## src/hw/rtl/life_like_automaton_generation_defines.svh

```systemverilog
// assertion macros for the life-like automaton generation block
`ifndef LIFE_LIKE_AUTOMATON_GENERATION_DEFINES_SVH
`define LIFE_LIKE_AUTOMATON_GENERATION_DEFINES_SVH

`ifndef SYNTH

`define LLA_ASSERT_IMP(lbl, clk, rstn, ante, cons) \
    lbl: assert property (@(posedge clk) disable iff (!rstn) (ante) |-> (cons)) \
        else $error("lla assertion failed");

`define LLA_ASSERT_NXT(lbl, clk, rstn, ante, cons) \
    lbl: assert property (@(posedge clk) disable iff (!rstn) (ante) |=> (cons)) \
        else $error("lla assertion failed");

`define LLA_ASSERT_DLY2(lbl, clk, rstn, ante, cons) \
    lbl: assert property (@(posedge clk) disable iff (!rstn) (ante) |-> ##2 (cons)) \
        else $error("lla assertion failed");

`else

`define LLA_ASSERT_IMP(lbl, clk, rstn, ante, cons)
`define LLA_ASSERT_NXT(lbl, clk, rstn, ante, cons)
`define LLA_ASSERT_DLY2(lbl, clk, rstn, ante, cons)

`endif

`endif

```

## src/hw/rtl/lla_pkg.sv

```systemverilog
// shared types and constants for the life-like automaton generation block
`default_nettype none

package lla_pkg;

    localparam int GRID_WIDTH  = 128;
    localparam int GRID_HEIGHT = 64;

    localparam int OP_W    = 2;
    localparam int NMASK_W = 9;
    localparam int RULE_W  = 10;
    localparam int CNT_W   = 4;

    localparam int APB_AW = 4;
    localparam int APB_DW = 32;

    localparam logic [NMASK_W-1:0] NMASK_RESET   = 9'd495;
    localparam logic [RULE_W-1:0]  SURVIVE_RESET = 10'd24;
    localparam logic [RULE_W-1:0]  BIRTH_RESET   = 10'd0;

    typedef enum logic [1:0] {
        REG_NEIGHBOUR = 2'd0,
        REG_SURVIVE   = 2'd1,
        REG_BIRTH     = 2'd2
    } t_reg;

    typedef enum logic [OP_W-1:0] {
        OP_WRITE = 2'd0,
        OP_READ  = 2'd1,
        OP_STEP  = 2'd2
    } t_op;

    typedef enum logic [1:0] {
        ST_CLEAR,
        ST_IDLE,
        ST_READ,
        ST_STEP
    } t_state;

    typedef struct packed {
        logic scan_clear;
        logic scan_init;
        logic step_run;
        logic cell_wr;
        logic cell_rd;
        logic out_load;
        logic out_zero;
    } t_cmd;

    typedef struct packed {
        logic clear_last;
        logic step_last;
    } t_status;

endpackage

`default_nettype wire

```

## src/hw/rtl/lla_ctrl.sv

```systemverilog
// controller state machine: clearing pass, request decode, generation sequencing
`default_nettype none

module lla_ctrl (
    input  wire                      i_clk,
    input  wire                      i_rst_n,
    input  wire                      i_in_valid,
    output logic                     o_in_stall,
    input  wire [lla_pkg::OP_W-1:0]  i_operation,
    input  wire                      i_out_valid,
    input  wire                      i_out_stall,
    input  lla_pkg::t_status         i_status,
    output lla_pkg::t_cmd            o_cmd
);

    lla_pkg::t_state r_state;
    lla_pkg::t_state n_state;
    logic            out_free;

    always_ff @(posedge i_clk) begin
        if (!i_rst_n) begin
            r_state <= lla_pkg::ST_CLEAR;
        end else begin
            r_state <= n_state;
        end
    end

    always_comb begin
        n_state    = r_state;
        o_cmd      = '0;
        o_in_stall = 1'b1;
        out_free   = !i_out_valid || !i_out_stall;
        case (r_state)
            lla_pkg::ST_CLEAR: begin
                o_cmd.scan_clear = 1'b1;
                if (i_status.clear_last) begin
                    n_state = lla_pkg::ST_IDLE;
                end
            end
            lla_pkg::ST_IDLE: begin
                o_in_stall = !out_free;
                if (i_in_valid && out_free) begin
                    case (lla_pkg::t_op'(i_operation))
                        lla_pkg::OP_WRITE: begin
                            o_cmd.cell_wr  = 1'b1;
                            o_cmd.out_load = 1'b1;
                            o_cmd.out_zero = 1'b1;
                        end
                        lla_pkg::OP_READ: begin
                            o_cmd.cell_rd = 1'b1;
                            n_state       = lla_pkg::ST_READ;
                        end
                        lla_pkg::OP_STEP: begin
                            o_cmd.scan_init = 1'b1;
                            n_state         = lla_pkg::ST_STEP;
                        end
                        default: begin
                            o_cmd.out_load = 1'b1;
                            o_cmd.out_zero = 1'b1;
                        end
                    endcase
                end
            end
            lla_pkg::ST_READ: begin
                o_cmd.out_load = 1'b1;
                n_state        = lla_pkg::ST_IDLE;
            end
            lla_pkg::ST_STEP: begin
                o_cmd.step_run = 1'b1;
                if (i_status.step_last) begin
                    o_cmd.out_load = 1'b1;
                    o_cmd.out_zero = 1'b1;
                    n_state        = lla_pkg::ST_IDLE;
                end
            end
            default: begin
                n_state = lla_pkg::ST_CLEAR;
            end
        endcase
    end

endmodule

`default_nettype wire

```

## config.mk

```make
export PLATFORM = sky130hd
export DESIGN_NAME = lla_ctrl
export DESIGN_NICKNAME = d
export VERILOG_FILES = /design/src/hw/rtl/life_like_automaton_generation_defines.svh /design/src/hw/rtl/lla_pkg.sv /design/src/hw/rtl/lla_ctrl.sv
export SDC_FILE = /design/constraint.sdc
export NUM_CORES = 1
export LEC_CHECK = 0
export BUFFER_PORTS_ARGS = -buffer_cell sky130_fd_sc_hd__buf_4
export CORE_AREA = 2 2 39 41
export CTS_BUF_LIST = sky130_fd_sc_hd__clkbuf_8
export CTS_CLUSTER_DIAMETER = 150
export CTS_CLUSTER_SIZE = 28
export DETAILED_ROUTE_END_ITERATION = 12
export DIE_AREA = 0 0 41 43
export GPL_TIMING_DRIVEN = 0
export HOLD_SLACK_MARGIN = 0.06
export PLACE_DENSITY = 0.49
export SLEW_MARGIN = 20
export SYNTH_ARGS = -nofsm -noshare
export SYNTH_HDL_FRONTEND = slang
export SYNTH_SLANG_ARGS = --single-unit
```

## constraint.sdc

```tcl
create_clock -name i_clk -period 0.9 [get_ports i_clk]
set_input_delay 0.09 -clock i_clk [delete_from_list [all_inputs] [get_ports i_clk]]
set_output_delay 0.09 -clock i_clk [all_outputs]
set_load 0.005 [all_outputs]
```

Word level (Yosys, flattened, before mapping). Cells that the tools add are included.

Add/subtract/negate cells: 0. Multiply operators: 0. Div/mod/pow operators: 0. $lt $le $gt $ge: 0. Eq/ne operators: 9. Shift operators: 0. Muxes and demuxes: 19. Bitwise gates (word level): 0. Reduce and logical (&&, ||, !) cells: 9.

Operator list (count): two-way mux 2 bit (6); two-way mux 1 bit (8); one-hot mux 2 bit (4 select lines) (1); == test 2 bit (second input constant) (3); inequality test 2 bit (second input constant) (3); == test 2 x 1 -> 1 bit (second input constant) (2); logical NOT 2 bit (2); two-way mux 4 bit (1); one-hot mux 2 bit (2 select lines) (1); AND reduction 4 bit (1); logical NOT 1 bit (3); inequality test 3 x 1 -> 1 bit (second input constant) (1); one-hot mux 1 bit (3 select lines) (1); one-hot mux 1 bit (2 select lines) (1); OR reduction 2 bit (1); logical AND 1 bit (1); logical OR 1 bit (1).

Register bits after elaboration: 2. Bits in latches: 0. RAM bits: 0. ROM bits: 0. Input port bits: 9. Output and inout bits: 8. Logic and storage cells: 38. Memories: 0.

Logic depth before layout (Yosys ltp). Gate-level depths: netlist (run 1).

Depth in word-level cells: 5. Gate-level depth with buffers: 5. Depth with buffers taken out: 5.

Worst setup path before layout (run 1). No wires, ideal clock.

Path kind: reg-to-output. From: register r_state[0]. To: output o_cmd[2] (netlist name). Data arrival time: 0.850 ns. Data required time: 0.810 ns. Setup slack: -0.040 ns. Cell stages (with the launch flop): 4. Path buffers: 0. Cell sequence: dfxtp_1 inv_2 a211oi_4 and3_1.

RTL lines: from (decl) (RTL line lla_ctrl.sv:16) `lla_pkg::t_state r_state;`; from (signal assigned) (RTL line lla_ctrl.sv:22) `r_state <= lla_pkg::ST_CLEAR;`; from (signal assigned) (RTL line lla_ctrl.sv:24) `r_state <= n_state;`; to (decl) (RTL line lla_ctrl.sv:13) `output lla_pkg::t_cmd o_cmd`.

==> impl_metrics.ini, run 1 <==
[outcome]
outcome = finished, violations left
violations = setup timing

[grt]
grt_pass1_wl_um = 814
grt_pass1_vias = 219
grt_remaining_overflow = 0
antenna_found_initial = 0
grt_max_degree = 8
gr-usage-all-layers_pct = 7.11

[timing]
clock.fmax_mhz = 793
clock_skew_ps = 1.63
hold_viol = 0
finalSetupTns_ps = -2570
period_needed_ps = 1260
rsz0062_at_grt = true
slew_headroom_pct = 79.3
worstMarginPinSlew_ps = 310
setup_viol = 10
post-route-period-util_pct = 140
setup_ws_ps = -362
drv_slew = 0

[clocking]
clk_pin_slew_ps = 30
ctsHoldBuffers = 0
clock_latency_ps = 210
cts_tree = yes
clock_sinks = 2
clock_path_buffers = 2
cts-root-buf = clkbuf_8
numCtsBuffers = 3
htreeDepth = 1

[cells_and_area]
largest_register = r_state
largest_reg_flops = 2
layout.cells.non_filler = 64
fin_nets = 62
fill_cells = 163
drive_gt1_share_pct = 60.4
antenna_cells = 0
area_growth_pct = 99.4
top_regs = r_state: 2 flops

[logic_synthesis]
ys_warn_count = 0
syn-cell-area_um2 = 216
synth_nets = 38
syn_inst = 26
synth.top_cell.area_share_pct = 18.5
syn_avg_cell_area_um2 = 8.33
yosysTopAreaCell = dfxtp_1
ys_seq_area_share_pct = 18.5
yosysUniqueCellTypes = 17
ys_ff_latch = 2
synth_area_leaders = dfxtp_1 (18%), ha_1 (17%), a211oi_4 (9.2%)

[floorplan]
io_pins = 17
die_area_um2 = 1760
die_w_um = 41
die_h_um = 43
start_util_pct = 15.6
rows = 14
core_um2 = 1380

[critical_path]
crit_slowest_cell = dfxtp_2
worstPathRequired_ps = 810
cpPeakStageDelay_ps = 330
worstSetupStartpointType = flop
cp_max_fo = 7
end_kind = output pin
critPathKind = reg2out
cp.arrival_ps = 1170
worst-path-buf-inv = 1
path_cells = a211oi_4 -> and3_1 -> buf_4
cp_top_family = flip-flops

[detailed_routing]
drc = 0
drt_iter0_drc = 2
via_per_inst = 3.86
detail-route-antenna-nets = 0
wl_um = 554
num_vias = 247
dr.pass1.iters = 2
drt-wirelength-per-cell_um = 8.66

[placement]
gp_congestion = 0.692
pre_cts_ws_ps = -200
place_inst = 58
portBuffers = 16

[power]
power_density_nw_per_um2 = 1350
ir_worst_vdd_mv = 0.636
leakage_uw = 0.000242
total_power_uw = 581

[min_path]
hold_class = in2reg

[flow_run]
max-cap-violations = 0
## logic make-up after synthesis
kind of cell             after synthesis  share of synthesized area [%]
AO/OA/AOI/OAI                          8                           35.3
AND/OR/NAND/NOR                        8                           20.2
flip-flops                             2                           18.5
buffers and inverters                  5                           8.67
adder cells (fa/ha/maj)                3                           17.3
## stage by stage
stage | hold WS, ps | area, um^2 | util, %
4_1_cts | 146 | 424 | 30.7
2_1_floorplan | 212 | 219 | -
3_5_place_dp | 355 | 359 | 25.9
5_1_grt | 159 | 432 | 31.2
3_3_place_gp | 357 | 359 | 25.9
6_report | 153 | 432 | 31.2
## cell usage after synthesis
master and count:
inv_2 1, nor2_1 2, dfxtp_1 2, ha_1 3, and2_2 1, a32o_1 1
nand2_1 1, o211a_1 1, nor2b_1 1, o31ai_1 1, inv_1 4, a22o_1 1
a211oi_4 1, a21oi_1 1, o21ai_0 1, and3_1 3, a21bo_2 1
## where the power goes
group | internal [uW] | leakage, uW | switching [uW]
combinational | 77.2 | 0.000203 | 52.9
clock | 283 | 0.0000216 | 68.6
sequential | 95.1 | 0.0000172 | 4.32
total | 455 | 0.000242 | 126
## routing by layer
layer / track usage [%] / share of wire, %
met4: 6.00 / 0
met2: 10.3 / 49
met5: 0 / 0
met3: 3.14 / 8.8
met1: 7.35 / 42
## tightest hold or removal path, cell delays in order
cell and delay, ps:
buf_4 120, o31ai_1 70, a21oi_2 40
## placed cells by master (no fill, tap or decap)
master    Yosys  layout
a21oi_2       0       1
a22o_1        1       1
a211oi_4      1       1
inv_1         4       4
dfxtp_2       0       2
buf_4         0      18
nor2_1        2       2
a21bo_2       1       1
and2_4        0       1
o21ai_0       1       1
and3_1        3       3
inv_2         1       1
o211a_1       1       1
a32o_1        1       1
o31ai_1       1       1
ha_1          3       3
nor2b_1       1       1
buf_6         0       1
nand2_1       1       1
clkbuf_8      0       3
## layout make-up
| type | count | area, um^2 | area share, % |
|---|---|---|---|
| clock buffers | 3 | 41.3 | 9.57 |
| flip-flops and latches | 2 | 42.5 | 9.86 |
| multi-input cells | 19 | 163 | 37.7 |
| inverters | 5 | 18.8 | 4.35 |
| repair buffers | 19 | 146 | 33.9 |
| well taps | 16 | 20.0 | 4.64 |
## final timing paths
path | cells past startpoint | end | slack [ps] | start
min reg2reg | 2 | r_state[0] | 600 | r_state[1]
max reg2reg | 4 | r_state[1] | -190 | r_state[1]
max | 3 | o_cmd[3] | -360 | r_state[1]
min | 3 | r_state[0] | 150 | i_rst_n
## timing repair
action                                  4_1_cts  5_1_grt
pin swaps                                     6        3
endpoints found under the setup margin        9       10
setup buffers                                 2        1
gates resized for setup                       3        0
Power figures use the tool's default switching activity.
==> run 2, diff against run 1 <==
--- a/config.mk
+++ b/config.mk
@@ -5,6 +5,7 @@
 export SDC_FILE = /design/constraint.sdc
 export NUM_CORES = 1
 export LEC_CHECK = 0
+export ABC_AREA = 1
 export BUFFER_PORTS_ARGS = -buffer_cell sky130_fd_sc_hd__buf_4
 export CORE_AREA = 2 2 39 41
 export CTS_BUF_LIST = sky130_fd_sc_hd__clkbuf_8
@@ -14,7 +15,7 @@
 export DIE_AREA = 0 0 41 43
 export GPL_TIMING_DRIVEN = 0
 export HOLD_SLACK_MARGIN = 0.06
-export PLACE_DENSITY = 0.49
+export PLACE_DENSITY = 0.52
 export SLEW_MARGIN = 20
 export SYNTH_ARGS = -nofsm -noshare
 export SYNTH_HDL_FRONTEND = slang
==> impl_metrics.ini, run 2 <==
[timing]
clock_skew_ps = 1.10
period_needed_ps = 1270
drv_slew = 0
clock.fmax_mhz = 787
worstMarginPinSlew_ps = 175
post-route-period-util_pct = 141
rsz0062_at_grt = true
setup_ws_ps = -370
hold_viol = 0
setup_viol = 10
slew_headroom_pct = 88.3

[logic_synthesis]
ys_ff_latch = 2
ys.flop_type = dfxtp_1
post-synth-top-count-cell = inv_1
synth_edf_count = 0
syn-cell-area_um2 = 245
yosysUniqueCellTypes = 12
syn_inst = 41
synth.top_cell.area_share_pct = 16.3
async_flop_share_pct = 0
yosysTopAreaCell = dfxtp_1
syn_avg_cell_area_um2 = 5.98
synth_nets = 53
synth_area_leaders = dfxtp_1 (16%), ha_1 (15%), inv_1 (15%)
ys_top_cells_by_count = inv_1 (10), nand2_1 (9), nor2_1 (6)
ys_warn_count = 0
ys_seq_area_share_pct = 16.3

[outcome]
violations = setup timing
outcome = finished, violations left

[power]
combPwrFrac_pct = 50.4
power_density_nw_per_um2 = 1660
clockPowerShare_pct = 35.9
ir_worst_vdd_mv = 0.782
leakage_uw = 0.000303
internal_power_uw = 666
total_power_uw = 949
swShare_pct = 29.9
seqPwrFrac_pct = 13.7
power.switching_uw = 284

[detailed_routing]
drt_iter0_drc = 1
drt-wirelength-per-cell_um = 9.01
wl_um = 757
drc = 0
via_per_inst = 4.05
num_vias = 340
dr.pass1.iters = 2
detail-route-antenna-nets = 0

[cells_and_area]
layout.cells.non_filler = 84
drive_gt1_share_pct = 58.8
largest_reg_flops = 2
fin_nets = 82
area_growth_pct = 133
finish.utilization_pct = 41.2
final_cell_mix = buf_4 (20), inv_1 (10), nand2_1 (7)
antenna_cells = 0
top_regs = r_state: 2 flops
mostFrequentLayoutCell = buf_4
largest_register = r_state

[grt]
grt_pass1_vias = 284
antenna_found_initial = 0
grt_pass1_wl_um = 1100
gr-usage-all-layers_pct = 9.11
grt_remaining_overflow = 0
grt_max_degree = 6

[placement]
portBuffers = 16
gp_congestion = 0.653
place_inst = 73

[clocking]
clock_path_buffers = 2
clk_pin_slew_ps = 30
cts-root-buf = clkbuf_8
clock_sinks = 2
cts_tree = yes
clock_latency_ps = 210
htreeDepth = 1
numCtsBuffers = 3

[floorplan]
die_h_um = 43
io_pins = 17
start_util_pct = 17.7
die_area_um2 = 1760
rows = 14
die_w_um = 41
core_um2 = 1380

[critical_path]
worstSetupStartpointType = flop
end_kind = output pin
path_cells = inv_4 -> nor2_4 -> buf_4 -> buf_6 -> buf_6 -> nand2_1 -> buf_4
worstPathRequired_ps = 810
crit_slowest_cell = dfxtp_4
cpPeakStageDelay_ps = 350
cp.arrival_ps = 1180
cp_max_fo = 3
critPathKind = reg2out

[flow_run]
max-cap-violations = 0

[min_path]
hold_class = in2reg
==> run 2: cell types whose count changed in the layout (fill, tap and decap cells not counted), sizes merged, moves of 3 or more <==
cell and change:
nand2 +8, inv +6, buf +5, nand3 +5, nor2 +5, and3 -3
==> run 2: repair_timing <==
item                                    in CTS  in global routing
hold buffers                                 0                  0
endpoints found under the setup margin      10                 10
buffers inserted                             4                  5
gates resized for setup                      9                 10
pin swaps                                    4                  8
==> run 2: path summary, 6_finish.rpt <==
| path | from | to | slack, ps | cells past startpoint |
|---|---|---|---|---|
| max reg2reg | r_state[0] | r_state[1] | -340 | 9 |
| min | i_rst_n | r_state[1] | 130 | 3 |
| min reg2reg | r_state[1] | r_state[1] | 550 | 2 |
| max | r_state[0] | o_in_stall | -370 | 7 |
==> run 2: power groups by stage <==
stage	Sequential [uW]	Clock (uW)	Combinational, uW
2_1_floorplan	125	0	148
5_1_grt	133	361	524
3_3_place_gp	130	0	260
6_report	130	341	478
4_1_cts	127	354	350
3_5_place_dp	130	0	261
==> run 2: layout make-up <==
class | instances | area [um^2]
inverter | 11 | 43.8
sequential | 2 | 47.5
fill | 151 | 813
multi-input combinational | 28 | 214
tap | 16 | 20.0
timing repair buffer | 24 | 204
clock buffer | 3 | 41.3
==> run 2: metrics by stage <==
stage	TNS (ps)	hold slack [ps]	worst slack, ps	instance area (um^2)
2_1_floorplan	-171	214	-90.6	246
3_3_place_gp	-965	349	-277	387
3_5_place_dp	-989	339	-270	387
4_1_cts	-2560	121	-387	488
5_1_grt	-3530	122	-455	571
6_report	-2880	127	-370	571
==> run 2: per-layer routing <==
layer  track usage (%)  up-vias  part of all wire (%)
met1              10.2      150                    39
met2              15.6        9                    55
met5                 0        -                     0
met4              2.00        0                     0
met3              3.14        0                   6.5
li1                  -      181                     -
==> run 2: critical path: cells and delay by family, from the launching register on <==
family | cells | cell delay [ps]
and+or+nand+nor | 2 | 150
DFF | 1 | 350
buffers and inverters | 5 | 480
==> run 2: kinds of logic after synthesis <==
kind of cell,share of synthesized area (%)
compound gates,9.18
fa+ha+maj,15.3
buf+inv,16.8
flops,16.3
simple gates,42.3
